### config.mk
export PLATFORM = sky130hd
export DESIGN_NAME = sorted_priority_queue
export DESIGN_NICKNAME = d
export VERILOG_FILES = /design/src/rtl/spq_pkg.sv /design/src/rtl/spq_cell.sv /design/src/rtl/sorted_priority_queue.sv
export SDC_FILE = /design/constraint.sdc
export NUM_CORES = 1
export LEC_CHECK = 0
export BUFFER_PORTS_ARGS = -buffer_cell sky130_fd_sc_hd__clkbuf_2
export CORE_ASPECT_RATIO = 1.1
export CORE_MARGIN = 5
export CORE_UTILIZATION = 35
export DETAILED_ROUTE_END_ITERATION = 7
export PLACE_DENSITY_LB_ADDON = 0.08
export SLEW_MARGIN = 0
export SYNTH_ARGS = -nofsm -noshare
export SYNTH_HDL_FRONTEND = slang
export SYNTH_SLANG_ARGS = --single-unit
### constraint.sdc
create_clock -name clk -period 8.5 [get_ports clk]
set_clock_uncertainty 0.05 [all_clocks]
set_input_delay 0.85 -clock clk [delete_from_list [all_inputs] [get_ports clk]]
set_output_delay 0.85 -clock clk [all_outputs]
set_load 0.02 [all_outputs]
### src/rtl/spq_pkg.sv
package spq_pkg;

  localparam int QUEUE_DEPTH   = 16;
  localparam int VALUE_BITS    = 16;
  localparam int PRIORITY_BITS = 8;
  localparam int COUNT_BITS    = $clog2(QUEUE_DEPTH + 1);
  localparam int STATUS_BITS   = 2;

  localparam logic MODE_ENQ = 1'b0;
  localparam logic MODE_DEQ = 1'b1;

  localparam logic [STATUS_BITS-1:0] ST_ENQUEUED = 2'd0;
  localparam logic [STATUS_BITS-1:0] ST_DEQUEUED = 2'd1;
  localparam logic [STATUS_BITS-1:0] ST_EMPTY    = 2'd2;
  localparam logic [STATUS_BITS-1:0] ST_FULL     = 2'd3;

  typedef struct packed {
    logic                     mode;
    logic [VALUE_BITS-1:0]    entry_value;
    logic [PRIORITY_BITS-1:0] entry_priority;
  } item_t;

  typedef struct packed {
    logic [STATUS_BITS-1:0]   status;
    logic [VALUE_BITS-1:0]    out_value;
    logic [PRIORITY_BITS-1:0] out_priority;
    logic [COUNT_BITS-1:0]    occupancy;
  } result_t;

  // one queue slot as it moves between neighboring cells
  typedef struct packed {
    logic [VALUE_BITS-1:0]    value;
    logic [PRIORITY_BITS-1:0] prio;
  } slot_t;

endpackage

### src/rtl/spq_cell.sv
module spq_cell (
  input  logic           clk,
  input  logic           en,
  input  spq_pkg::item_t item,
  input  logic           occupied,
  input  logic           left_ge,
  input  spq_pkg::slot_t left,
  input  spq_pkg::slot_t right,
  output spq_pkg::slot_t slot,
  output logic           ge
);
  import spq_pkg::*;

  slot_t slot_next;

  // this slot stays ahead of the new entry (ties keep arrival order)
  assign ge = occupied && (slot.prio >= item.entry_priority);

  always_comb begin
    slot_next = slot;
    if (item.mode == MODE_DEQ) begin
      slot_next = right;
    end else if (!ge) begin
      if (left_ge) begin
        slot_next.value = item.entry_value;
        slot_next.prio  = item.entry_priority;
      end else begin
        slot_next = left;
      end
    end
  end

  always_ff @(posedge clk) begin
    if (en) begin
      slot <= slot_next;
    end
  end

endmodule

### src/rtl/sorted_priority_queue.sv
// Channel   Direction  Payload              Handshake
// item      in         spq_pkg::item_t      item_valid / item_stall
// result    out        spq_pkg::result_t    result_valid / result_stall
//
// One item per cycle while item_stall is low: the whole row of cells
// shifts or inserts in the cycle of the transfer, and the result lands
// in the output register in the cycle after the item transfer.
// rst clears the entry count and the output valid; slot contents are
// left as they are and are never read past the count.
// item_stall is high only while a finished result waits under result_stall.
module sorted_priority_queue (
  input  logic             clk,
  input  logic             rst,
  input  logic             item_valid,
  output logic             item_stall,
  input  spq_pkg::item_t   item,
  output logic             result_valid,
  input  logic             result_stall,
  output spq_pkg::result_t result
);
  import spq_pkg::*;

  logic [COUNT_BITS-1:0] count;
  logic [COUNT_BITS-1:0] count_next;
  result_t               result_next;

  logic accept;
  logic full;
  logic empty;
  logic cell_en;

  // cell outputs; index QUEUE_DEPTH is a dummy right neighbor of the tail
  slot_t slots [QUEUE_DEPTH+1];
  logic  ges   [QUEUE_DEPTH];

  // The output register parts the two sides: a new item enters while the
  // output is empty or being drained in the same cycle.
  assign item_stall = result_valid && result_stall;
  assign accept     = item_valid && !item_stall;

  assign full  = (count == COUNT_BITS'(QUEUE_DEPTH));
  assign empty = (count == '0);

  // Rejected items (full on enqueue, empty on dequeue) leave the row alone.
  assign cell_en = accept && ((item.mode == MODE_ENQ) ? !full : !empty);

  assign slots[QUEUE_DEPTH] = '0;

  // Each cell i decides from its own slot and its left neighbor: keep,
  // take the new entry, take the left slot (insert shift) or the right
  // slot (dequeue shift). Cell 0 sees an always-ahead left neighbor.
  for (genvar i = 0; i < QUEUE_DEPTH; i++) begin : g_cell
    logic  left_ge;
    slot_t left;

    if (i == 0) begin : g_head
      assign left_ge = 1'b1;
      assign left    = slots[0];
    end else begin : g_body
      assign left_ge = ges[i-1];
      assign left    = slots[i-1];
    end

    spq_cell u_cell (
      .clk      (clk),
      .en       (cell_en),
      .item     (item),
      .occupied (count > COUNT_BITS'(i)),
      .left_ge  (left_ge),
      .left     (left),
      .right    (slots[i+1]),
      .slot     (slots[i]),
      .ge       (ges[i])
    );
  end

  always_comb begin
    count_next  = count;
    result_next = '0;
    if (item.mode == MODE_ENQ) begin
      if (full) begin
        result_next.status = ST_FULL;
      end else begin
        count_next         = count + 1'b1;
        result_next.status = ST_ENQUEUED;
      end
    end else begin
      if (empty) begin
        result_next.status = ST_EMPTY;
      end else begin
        count_next               = count - 1'b1;
        result_next.status       = ST_DEQUEUED;
        result_next.out_value    = slots[0].value;
        result_next.out_priority = slots[0].prio;
      end
    end
    result_next.occupancy = count_next;
  end

  always_ff @(posedge clk) begin
    if (rst) begin
      count        <= '0;
      result_valid <= 1'b0;
    end else begin
      if (accept) begin
        count        <= count_next;
        result_valid <= 1'b1;
      end else if (!result_stall) begin
        result_valid <= 1'b0;
      end
    end
  end

  always_ff @(posedge clk) begin
    if (accept) begin
      result <= result_next;
    end
  end

  a_count_bound : assert property (@(posedge clk) disable iff (rst)
    count <= COUNT_BITS'(QUEUE_DEPTH))
    else $error("entry count beyond queue depth");

  a_result_follows : assert property (@(posedge clk) disable iff (rst)
    accept |=> result_valid)
    else $error("transfer gave no result");

  a_occupancy_tracks : assert property (@(posedge clk) disable iff (rst)
    result_valid |-> (result.occupancy == count))
    else $error("reported occupancy differs from entry count");

  a_empty_flag : assert property (@(posedge clk) disable iff (rst)
    (accept && item.mode == MODE_DEQ && empty) |=> (result.status == ST_EMPTY))
    else $error("dequeue on empty queue not flagged");

endmodule
Yosys cells after proc, flatten, opt, wreduce, memory -nomap -nowiden --
Index checks and enable logic that the tools add are counted. Widths: inputs -> output; s select.
Cells by class: $add $sub $neg 2, multiply operators 0, divide/modulo/power cells 0, magnitude comparators 32, eq/ne operators 18, shift-type cells 0, muxes and demuxes 55, bitwise operators 1, reductions and logical operators 40
Operator list (count):
- $mux 24 | 46
- $ge 8x8->1 | 16
- $gt 5x4->1 const B | 8
- $ne 2x2->1 const B | 16
- $reduce_and 2->1 | 16
- $gt 5x3->1 const B | 4
- $logic_and 1x1->1 | 19
- $mux 5 | 3
- $gt 5x1->1 const B | 2
- $gt 5x2->1 const B | 2
- $mux 2 | 3
- $add 5x1->5 const B | 1
- $eq 5x5->1 const B | 1
- $logic_not 5->1 | 1
- $sub 5x1->5 const B | 1
- $logic_not 1->1 | 3
- $mux 1 | 3
- $ne 2x1->1 const B | 1
- $reduce_or 2->1 | 1
- $not 1->1 | 1
Word-level totals: bits in registers 421, latch bits 0, bits in writable memories 0, memory bits (read-only) 0, bits of input ports 29, logic and storage cells 186, memories 0

Longest topological paths before layout --
Gate-level depths: netlist of run 1.
depth in word-level cells 5, gate-level depth with buffers 11, mapped depth without buffers 7

Cells and area by module --
A second synthesis of run 1 with hierarchy kept.
Unflattened totals: cell total of the unflattened synthesis 2310, area, all modules 24806.3 sq um
Modules (own cells, without submodules):
- spq_cell (g_cell[0].u_cell ...) | instances 12, cells an instance 134, area an instance 1433.9 sq um, seq. area each 720.7 sq um
- spq_cell (g_cell[13].u_cell ...) | instances 4, cells an instance 134, area an instance 1438.9 sq um, seq. area each 720.7 sq um
- sorted_priority_queue | instances 1, cells an instance 166, area an instance 1844.3 sq um, seq. area each 1051.0 sq um

Worst setup path after synthesis of run 1 --
OpenSTA, ideal clock, no wires.
path type input port to flip-flop, from input result_stall, to register g_cell[3].u_cell.slot[0] (netlist bit) (enable), library setup time 0.442 ns, data arrival time 4.575 ns, required time 8.008 ns, slack 3.433 ns, cell stages on the path 6, path buffers 2, cells stage by stage and2_1 nor2b_1 clkbuf_1 nor2b_1 clkbuf_1 a21boi_0
Between the ends: cells in the longest elaborated chain, start to end 5
RTL lines:
- start, declared | RTL line sorted_priority_queue.sv:18 | input logic result_stall,
- $logic_and 1x1->1 | RTL line sorted_priority_queue.sv:38 | assign item_stall = result_valid && result_stall;
- $logic_not 1->1 | RTL line sorted_priority_queue.sv:39 | assign accept = item_valid && !item_stall;
- $logic_and 1x1->1 | RTL line sorted_priority_queue.sv:39
- via accept | RTL line sorted_priority_queue.sv:27 | logic accept;
- $logic_and 1x1->1 | RTL line sorted_priority_queue.sv:45 | assign cell_en = accept && ((item.mode == MODE_ENQ) ? !full : !empty);
- $reduce_and 2->1 (no source line)
- end signal, assigned | RTL line spq_cell.sv:35 | slot <= slot_next;
- end, declared | RTL line spq_cell.sv:9 | output spq_pkg::slot_t slot,
The timed path passes the listed nets, and every way through them passes these cells. A chain may end at the register's enable or synchronous reset.

Final worst setup path of run 1 --
from input item[1] (netlist bit), to register g_cell[2].u_cell.slot[9] (netlist bit) (enable)
Between the ends: cells in the longest elaborated chain, start to end 4
RTL lines:
- start, declared | RTL line sorted_priority_queue.sv:16 | input spq_pkg::item_t item,
- $ge 8x8->1 | RTL line spq_cell.sv:17 | assign ge = occupied && (slot.prio >= item.entry_priority);
- $logic_and 1x1->1 | RTL line spq_cell.sv:17
- $ne 2x2->1 (no source line)
- $reduce_and 2->1 (no source line)
- end signal, assigned | RTL line spq_cell.sv:35
- end, declared | RTL line spq_cell.sv:9
No other way between the ends.

==> results of run 1 <==
final timing paths:
path,cells after the start,to,from,slack [ns]
max,9,g_cell[2].u_cell.slot[9],item[1],3.82
min,3,result_valid,item_valid,0.44
max reg2reg,7,g_cell[5].u_cell.slot[3],count[0],4.10
min reg2reg,1,g_cell[14].u_cell.slot[19],g_cell[15].u_cell.slot[19],0.51
area by class of cell:
class,instances,area [sq um]
fill,7065,44600
sequential,421,12600
multi-input combinational,1709,12100
clock buffer,74,1440
tap,954,1190
timing repair buffer,128,818
clock inverter,22,190
inverter,30,113
antenna,3,7.51
state kept, by name, summed over array words and instances, names as in the netlist:
name	flops
g_cell.u_cell.slot	384
count	5
result	31
result_valid	1
through the flow:
step,area [sq um],instances,hold slack (ns)
after floorplan,25700,2411,0.454
after global placement,26800,3242,0.478
after detailed placement,26800,3242,0.492
after CTS,28400,3338,0.404
after global routing,28400,3338,0.428
final,28400,3341,0.440
metal layers:
metal / vias up / wire length [microns]
met5: - / 13
met4: 2 / 4930
met3: 229 / 8130
met2: 975 / 51300
met1: 10800 / 42300
li1: 9262 / -
layout by cell type (no fill, tap or decap), types with 11 or more instances in the layout:
master,count
a21o_1,11
a21oi_1,167
edfxtp_1,415
o21ai_0,70
ha_1,134
nand2_1,154
a22oi_1,74
nor4b_1,46
clkbuf_1,19
o21a_1,15
nor3b_1,25
clkbuf_2,60
nor2b_1,288
nor3_1,99
nand4_1,11
inv_1,29
clkbuf_16,54
nand3_1,125
a221o_1,256
buf_4,67
or3_1,48
nor2_1,39
and3_1,27
power groups by stage:
stage          Clock (mW)  Sequential [mW]  Combinational (mW)
2_1_floorplan           0             2.96                1.20
3_3_place_gp            0             3.20                1.66
3_5_place_dp            0             3.19                1.70
4_1_cts              2.23             3.16                1.71
5_1_grt              2.32             3.17                1.87
6_report             2.20             3.16                1.73
cell families after synthesis:
kind of cell / count (synthesis)
AO/OA/AOI/OAI: 668
XOR/XNOR: 4
adder cells (fa/ha/maj): 134
buffers and inverters: 281
flip-flops: 421
multiplexers: 2
AND/OR/NAND/NOR: 901
worst max-delay path, stage by stage:
cell	delay (ns)
clkbuf_2	0.11
inv_1	0.78
ha_1	0.39
nor2b_1	0.14
o211a_1	0.23
o311ai_4	0.25
buf_4	0.31
and2_1	0.81
o21a_1	0.95
==> out/metrics.yaml, run 1 <==
busiest_layer: "met2"
cts_made_buffers: 52
viasPerCell: 6.35
postCtsHoldBufs: 0
finalSetupTns_ns: 0
path_class: "input port to register"
root_buffer: "clkbuf_16"
grt_overflow_total: 0
cts_tree: "yes"
p_total_mw: 7.09
arrival_ns: 4.84
die_area_sq_um: 78900
dieWidth_microns: 268
fin_nets: 2505
synth-seq-area-share_pct: 49.0
final_hold_viol_count: 0
wirelength_mm: 107
start_kind: "input port"
synthFlopType: "edfxtp_1"
p_leak_nw: 9.95
avgRoutedWirePerCell_microns: 32.0
synth_top_area_share_pct: 48.6
antenna_found_initial: 14
dr.pass1.iters: 6
setup_viol: 0
ir_drop_v: 0.000142
p_int_mw: 4.69
synth_edf_count: 415
synth_xor_area_share_pct: 0.136
fin_crit_sh_pct: 55.0
muxShareOfSynthArea_pct: 0.0780
synthesis.area_sq_um: 25700
grt_pass1_vias: 20600
core_area_sq_um: 73000
grtUsageMet3_pct: 5.28
synth_compound_area_share_pct: 20.1
dp_slack_ns: 3.27
run_status: "complete, no violations"
synth_top_family_by_area: "compound AO/OA/AOI/OAI gates"
drive_gt1_share_pct: 9.94
port_buffers: 61
avgSynthCellArea_sq_um: 10.6
clkSlewWorstSetupHoldPaths_ns: 0.06
first_iter_violations: 2513
die_y_microns: 294
gp_congestion: 0.889
p_clk_share_pct: 31.0
grt_pass1_wl_mm: 150
period_needed_ns: 4.68
critPathMaxFanout: 25
clkSinkCount: 421
yosysMostFrequentCell: "edfxtp_1"
switching_power_mw: 2.40
io_pins: 62
grt_usage_pct: 26.0
grt_use_met1_pct: 33.3
synthesis.nets: 2574
cts_resized: 0
fmax_ghz: 0.214
synthAdderAreaFrac_pct: 6.53
drv_cap: 0
cp.required_ns: 8.66
synth-async-reset-ratio_pct: 0
grt_max_degree: 147
p_comb_share_pct: 24.4
via_count: 21200
sw_frac_of_total_pct: 33.8
clockBufferDepth: 3
synthToLayoutAreaGrowth_pct: 10.7
rsz0062_at_grt: "no"
worstSetupEndpointType: "register"
met2_usage_pct: 42.9
slew_headroom_pct: 4.64
start_util_pct: 35.2
synth_commonest_cells: "edfxtp_1, nor2b_1, a221o_1"
worstSkewPairLatency_ns: 0.62
route.detailed.drc: 0
synth_warnings: 0
row_count: 104
tightest_slew_ns: 1.43
post-dp-hpwl_mm: 71.3
netlist_instances: 2411
synth_largest_area_cell: "edfxtp_1"
yosysUniqueCellTypes: 67
p_seq_share_pct: 44.6
synth.area.top_cells: "edfxtp_1, a221o_1, nor2b_1"
htreeDepth: 2
final_antenna_net_count: 0
hp-class: "input port to register"
final_core_util_pct: 38.9
setup_ws_ns: 3.82
p_per_area_nw_per_um2: 249
cts_setup_buffers: 0
synth_simple_gate_area_share_pct: 19.6
ys_ff_latch: 421
slew_violations: 0
Note: power is estimated with default switching activity, not from simulation.
==> run 2, diff against run 1 <==
==> constraint.sdc (replaced) <==
create_clock -name clk -period 4.16 [get_ports clk]
set_clock_uncertainty 0.05 [all_clocks]
set_input_delay 0.416 -clock clk [delete_from_list [all_inputs] [get_ports clk]]
set_output_delay 0.416 -clock clk [all_outputs]
set_load 0.02 [all_outputs]
==> run 2 against run 1 <==
Compared with the run above:
- final cell count rose by 0.87%
- first-iteration DRC count fell by 20%
- sequential share of layout area fell by 0.59 points
- design area rose by 1.4%
- largest power group unchanged
==> out/metrics.yaml, run 2 (synthesis gave the netlist of run 1 again) <==
row_count: 104
highest_layer: "met4"
die_y_microns: 294
p_seq_share_pct: 42.7
postCtsHoldBufs: 1
run_status: "complete, no violations"
clkSlewWorstSetupHoldPaths_ns: 0.06
die_area_sq_um: 78900
slew_violations: 0
period_needed_ns: 2.95
path_cells: "xnor2_1 > nor2_1 > nor2b_2 > o21a_1"
grt_pass1_wl_mm: 133
clockBufferDepth: 3
min_to: "count[3]"
p_comb_share_pct: 25.0
start_util_pct: 35.2
top_regs: "g_cell.u_cell.slot x384, result x31, count x5"
largest_reg_flops: 384
largest_register: "g_cell.u_cell.slot"
synthToLayoutAreaGrowth_pct: 12.2
min_from: "rst"
regToRegStartpoint: "count[4]"
clkSinkCount: 421
p_int_mw: 9.91
fin_nets: 2536
reg2reg_depth: 4
rsz0062_at_grt: "no"
setup_viol: 0
worstSkewPairLatency_ns: 0.60
layout.cells.most_common_list: "edfxtp_1, nor2b_1, a221o_1, a21oi_1, nand2_1"
cts_tree: "yes"
grt_max_degree: 207
wirelength_mm: 89.0
final_common_cell: "edfxtp_1"
place_area_sq_um: 27100
min_path_cells: 2
finalSetupTns_ns: 0
drv_cap: 0
slowest_stage: "o21a_1"
avgRoutedWirePerCell_microns: 26.4
path_class: "register to register"
port_buffers: 61
rr_endpoint: "g_cell[10].u_cell.slot[15]"
fin_crit_sh_pct: 70.9
switching_power_mw: 4.67
wl_met1_mm: 40.6
grt_overflow_total: 0
reg2reg_slack_ns: 1.21
max_stage_delay_ns: 0.96
hp-class: "input port to register"
core_area_sq_um: 73000
htreeDepth: 2
via_count: 20500
dr.pass1.iters: 5
worstSetupEndpointType: "register"
cts_setup_buffers: 0
dp.cells: 3272
slew_headroom_pct: 22.6
p_per_area_nw_per_um2: 506
antenna_found_initial: 1
ir_drop_v: 0.000284
grt_usage_pct: 21.9
io_pins: 62
sw_frac_of_total_pct: 32.1
dr_wl_met2_mm: 40.1
first_iter_violations: 2008
fmax_ghz: 0.339
design_area_sq_um: 28800
p_clk_share_pct: 32.3
cts_made_buffers: 52
tightest_slew_ns: 1.16
route.detailed.drc: 0
final_antenna_net_count: 0
critPathMaxFanout: 24
final_hold_viol_count: 0
p_leak_nw: 10.2
arrival_ns: 3.11
wl_met3_mm: 4.86
gp_congestion: 0.824
p_total_mw: 14.6
cp.required_ns: 4.32
cts_resized: 0
viasPerCell: 6.09
fin_cells: 3370
root_buffer: "clkbuf_16"
drive_gt1_share_pct: 11.4
post-dp-hpwl_mm: 62.5
grt_pass1_vias: 20000
start_kind: "register"
dieWidth_microns: 268
-- run 2: critical path, delay by kind of cell, from the launching register on --
family	cells	cell delay (ns)
flops	1	0.89
simple gates	2	0.45
xor+xnor	1	0.19
compound gates	1	0.96
-- run 2: power by group through the flow --
stage | registers, mW | clock network [mW] | logic [mW]
after floorplan | 6.06 | 0 | 2.46
after CTS | 6.22 | 4.82 | 3.64
after global placement | 6.31 | 0 | 3.55
after detailed placement | 6.29 | 0 | 3.63
after global routing | 6.29 | 4.98 | 3.98
final | 6.23 | 4.71 | 3.64
-- run 2: how the worst max path moves through the flow --
stage | from | to | slack (ns) | cells past startpoint
final | count[4] | g_cell[10].u_cell.slot[15] | 1.21 | 4
after global routing | count[4] | g_cell[10].u_cell.slot[15] | 0.98 | 4
after CTS | count[4] | g_cell[10].u_cell.slot[15] | 1.14 | 4
after detailed placement | item[1] | g_cell[8].u_cell.slot[6] | 0.76 | 10
after global placement | item[1] | g_cell[8].u_cell.slot[6] | 0.86 | 10
after floorplan | result_stall | g_cell[3].u_cell.slot[0] | -0.47 | 6
-- run 2: final cells by class --
cell class | instances | area (sq um)
Antenna cell | 2 | 5.00
Clock inverter | 23 | 292
Sequential cell | 421 | 12600
Tap cell | 954 | 1190
Timing Repair Buffer | 159 | 1100
Clock buffer | 72 | 1440
Fill cell | 7105 | 44200
Multi-Input combinational cell | 1709 | 12100
Inverter | 30 | 113
-- run 2: per-stage QoR --
step           utilization (%)  worst slack (ns)  hold WS, ns
2_1_floorplan                -            -0.473        0.438
3_3_place_gp              37.1             0.860        0.487
3_5_place_dp              37.1             0.761        0.478
4_1_cts                   39.5              1.14       0.0189
5_1_grt                   39.5             0.977       0.0388
6_report                  39.5              1.21       0.0466
-- run 2: layer usage --
metal | up-vias | track usage, %
met2 | 721 | 33.8
met3 | 121 | 2.79
li1 | 9329 | -
met4 | 0 | 8.10
met5 | - | 0
met1 | 10300 | 31.6
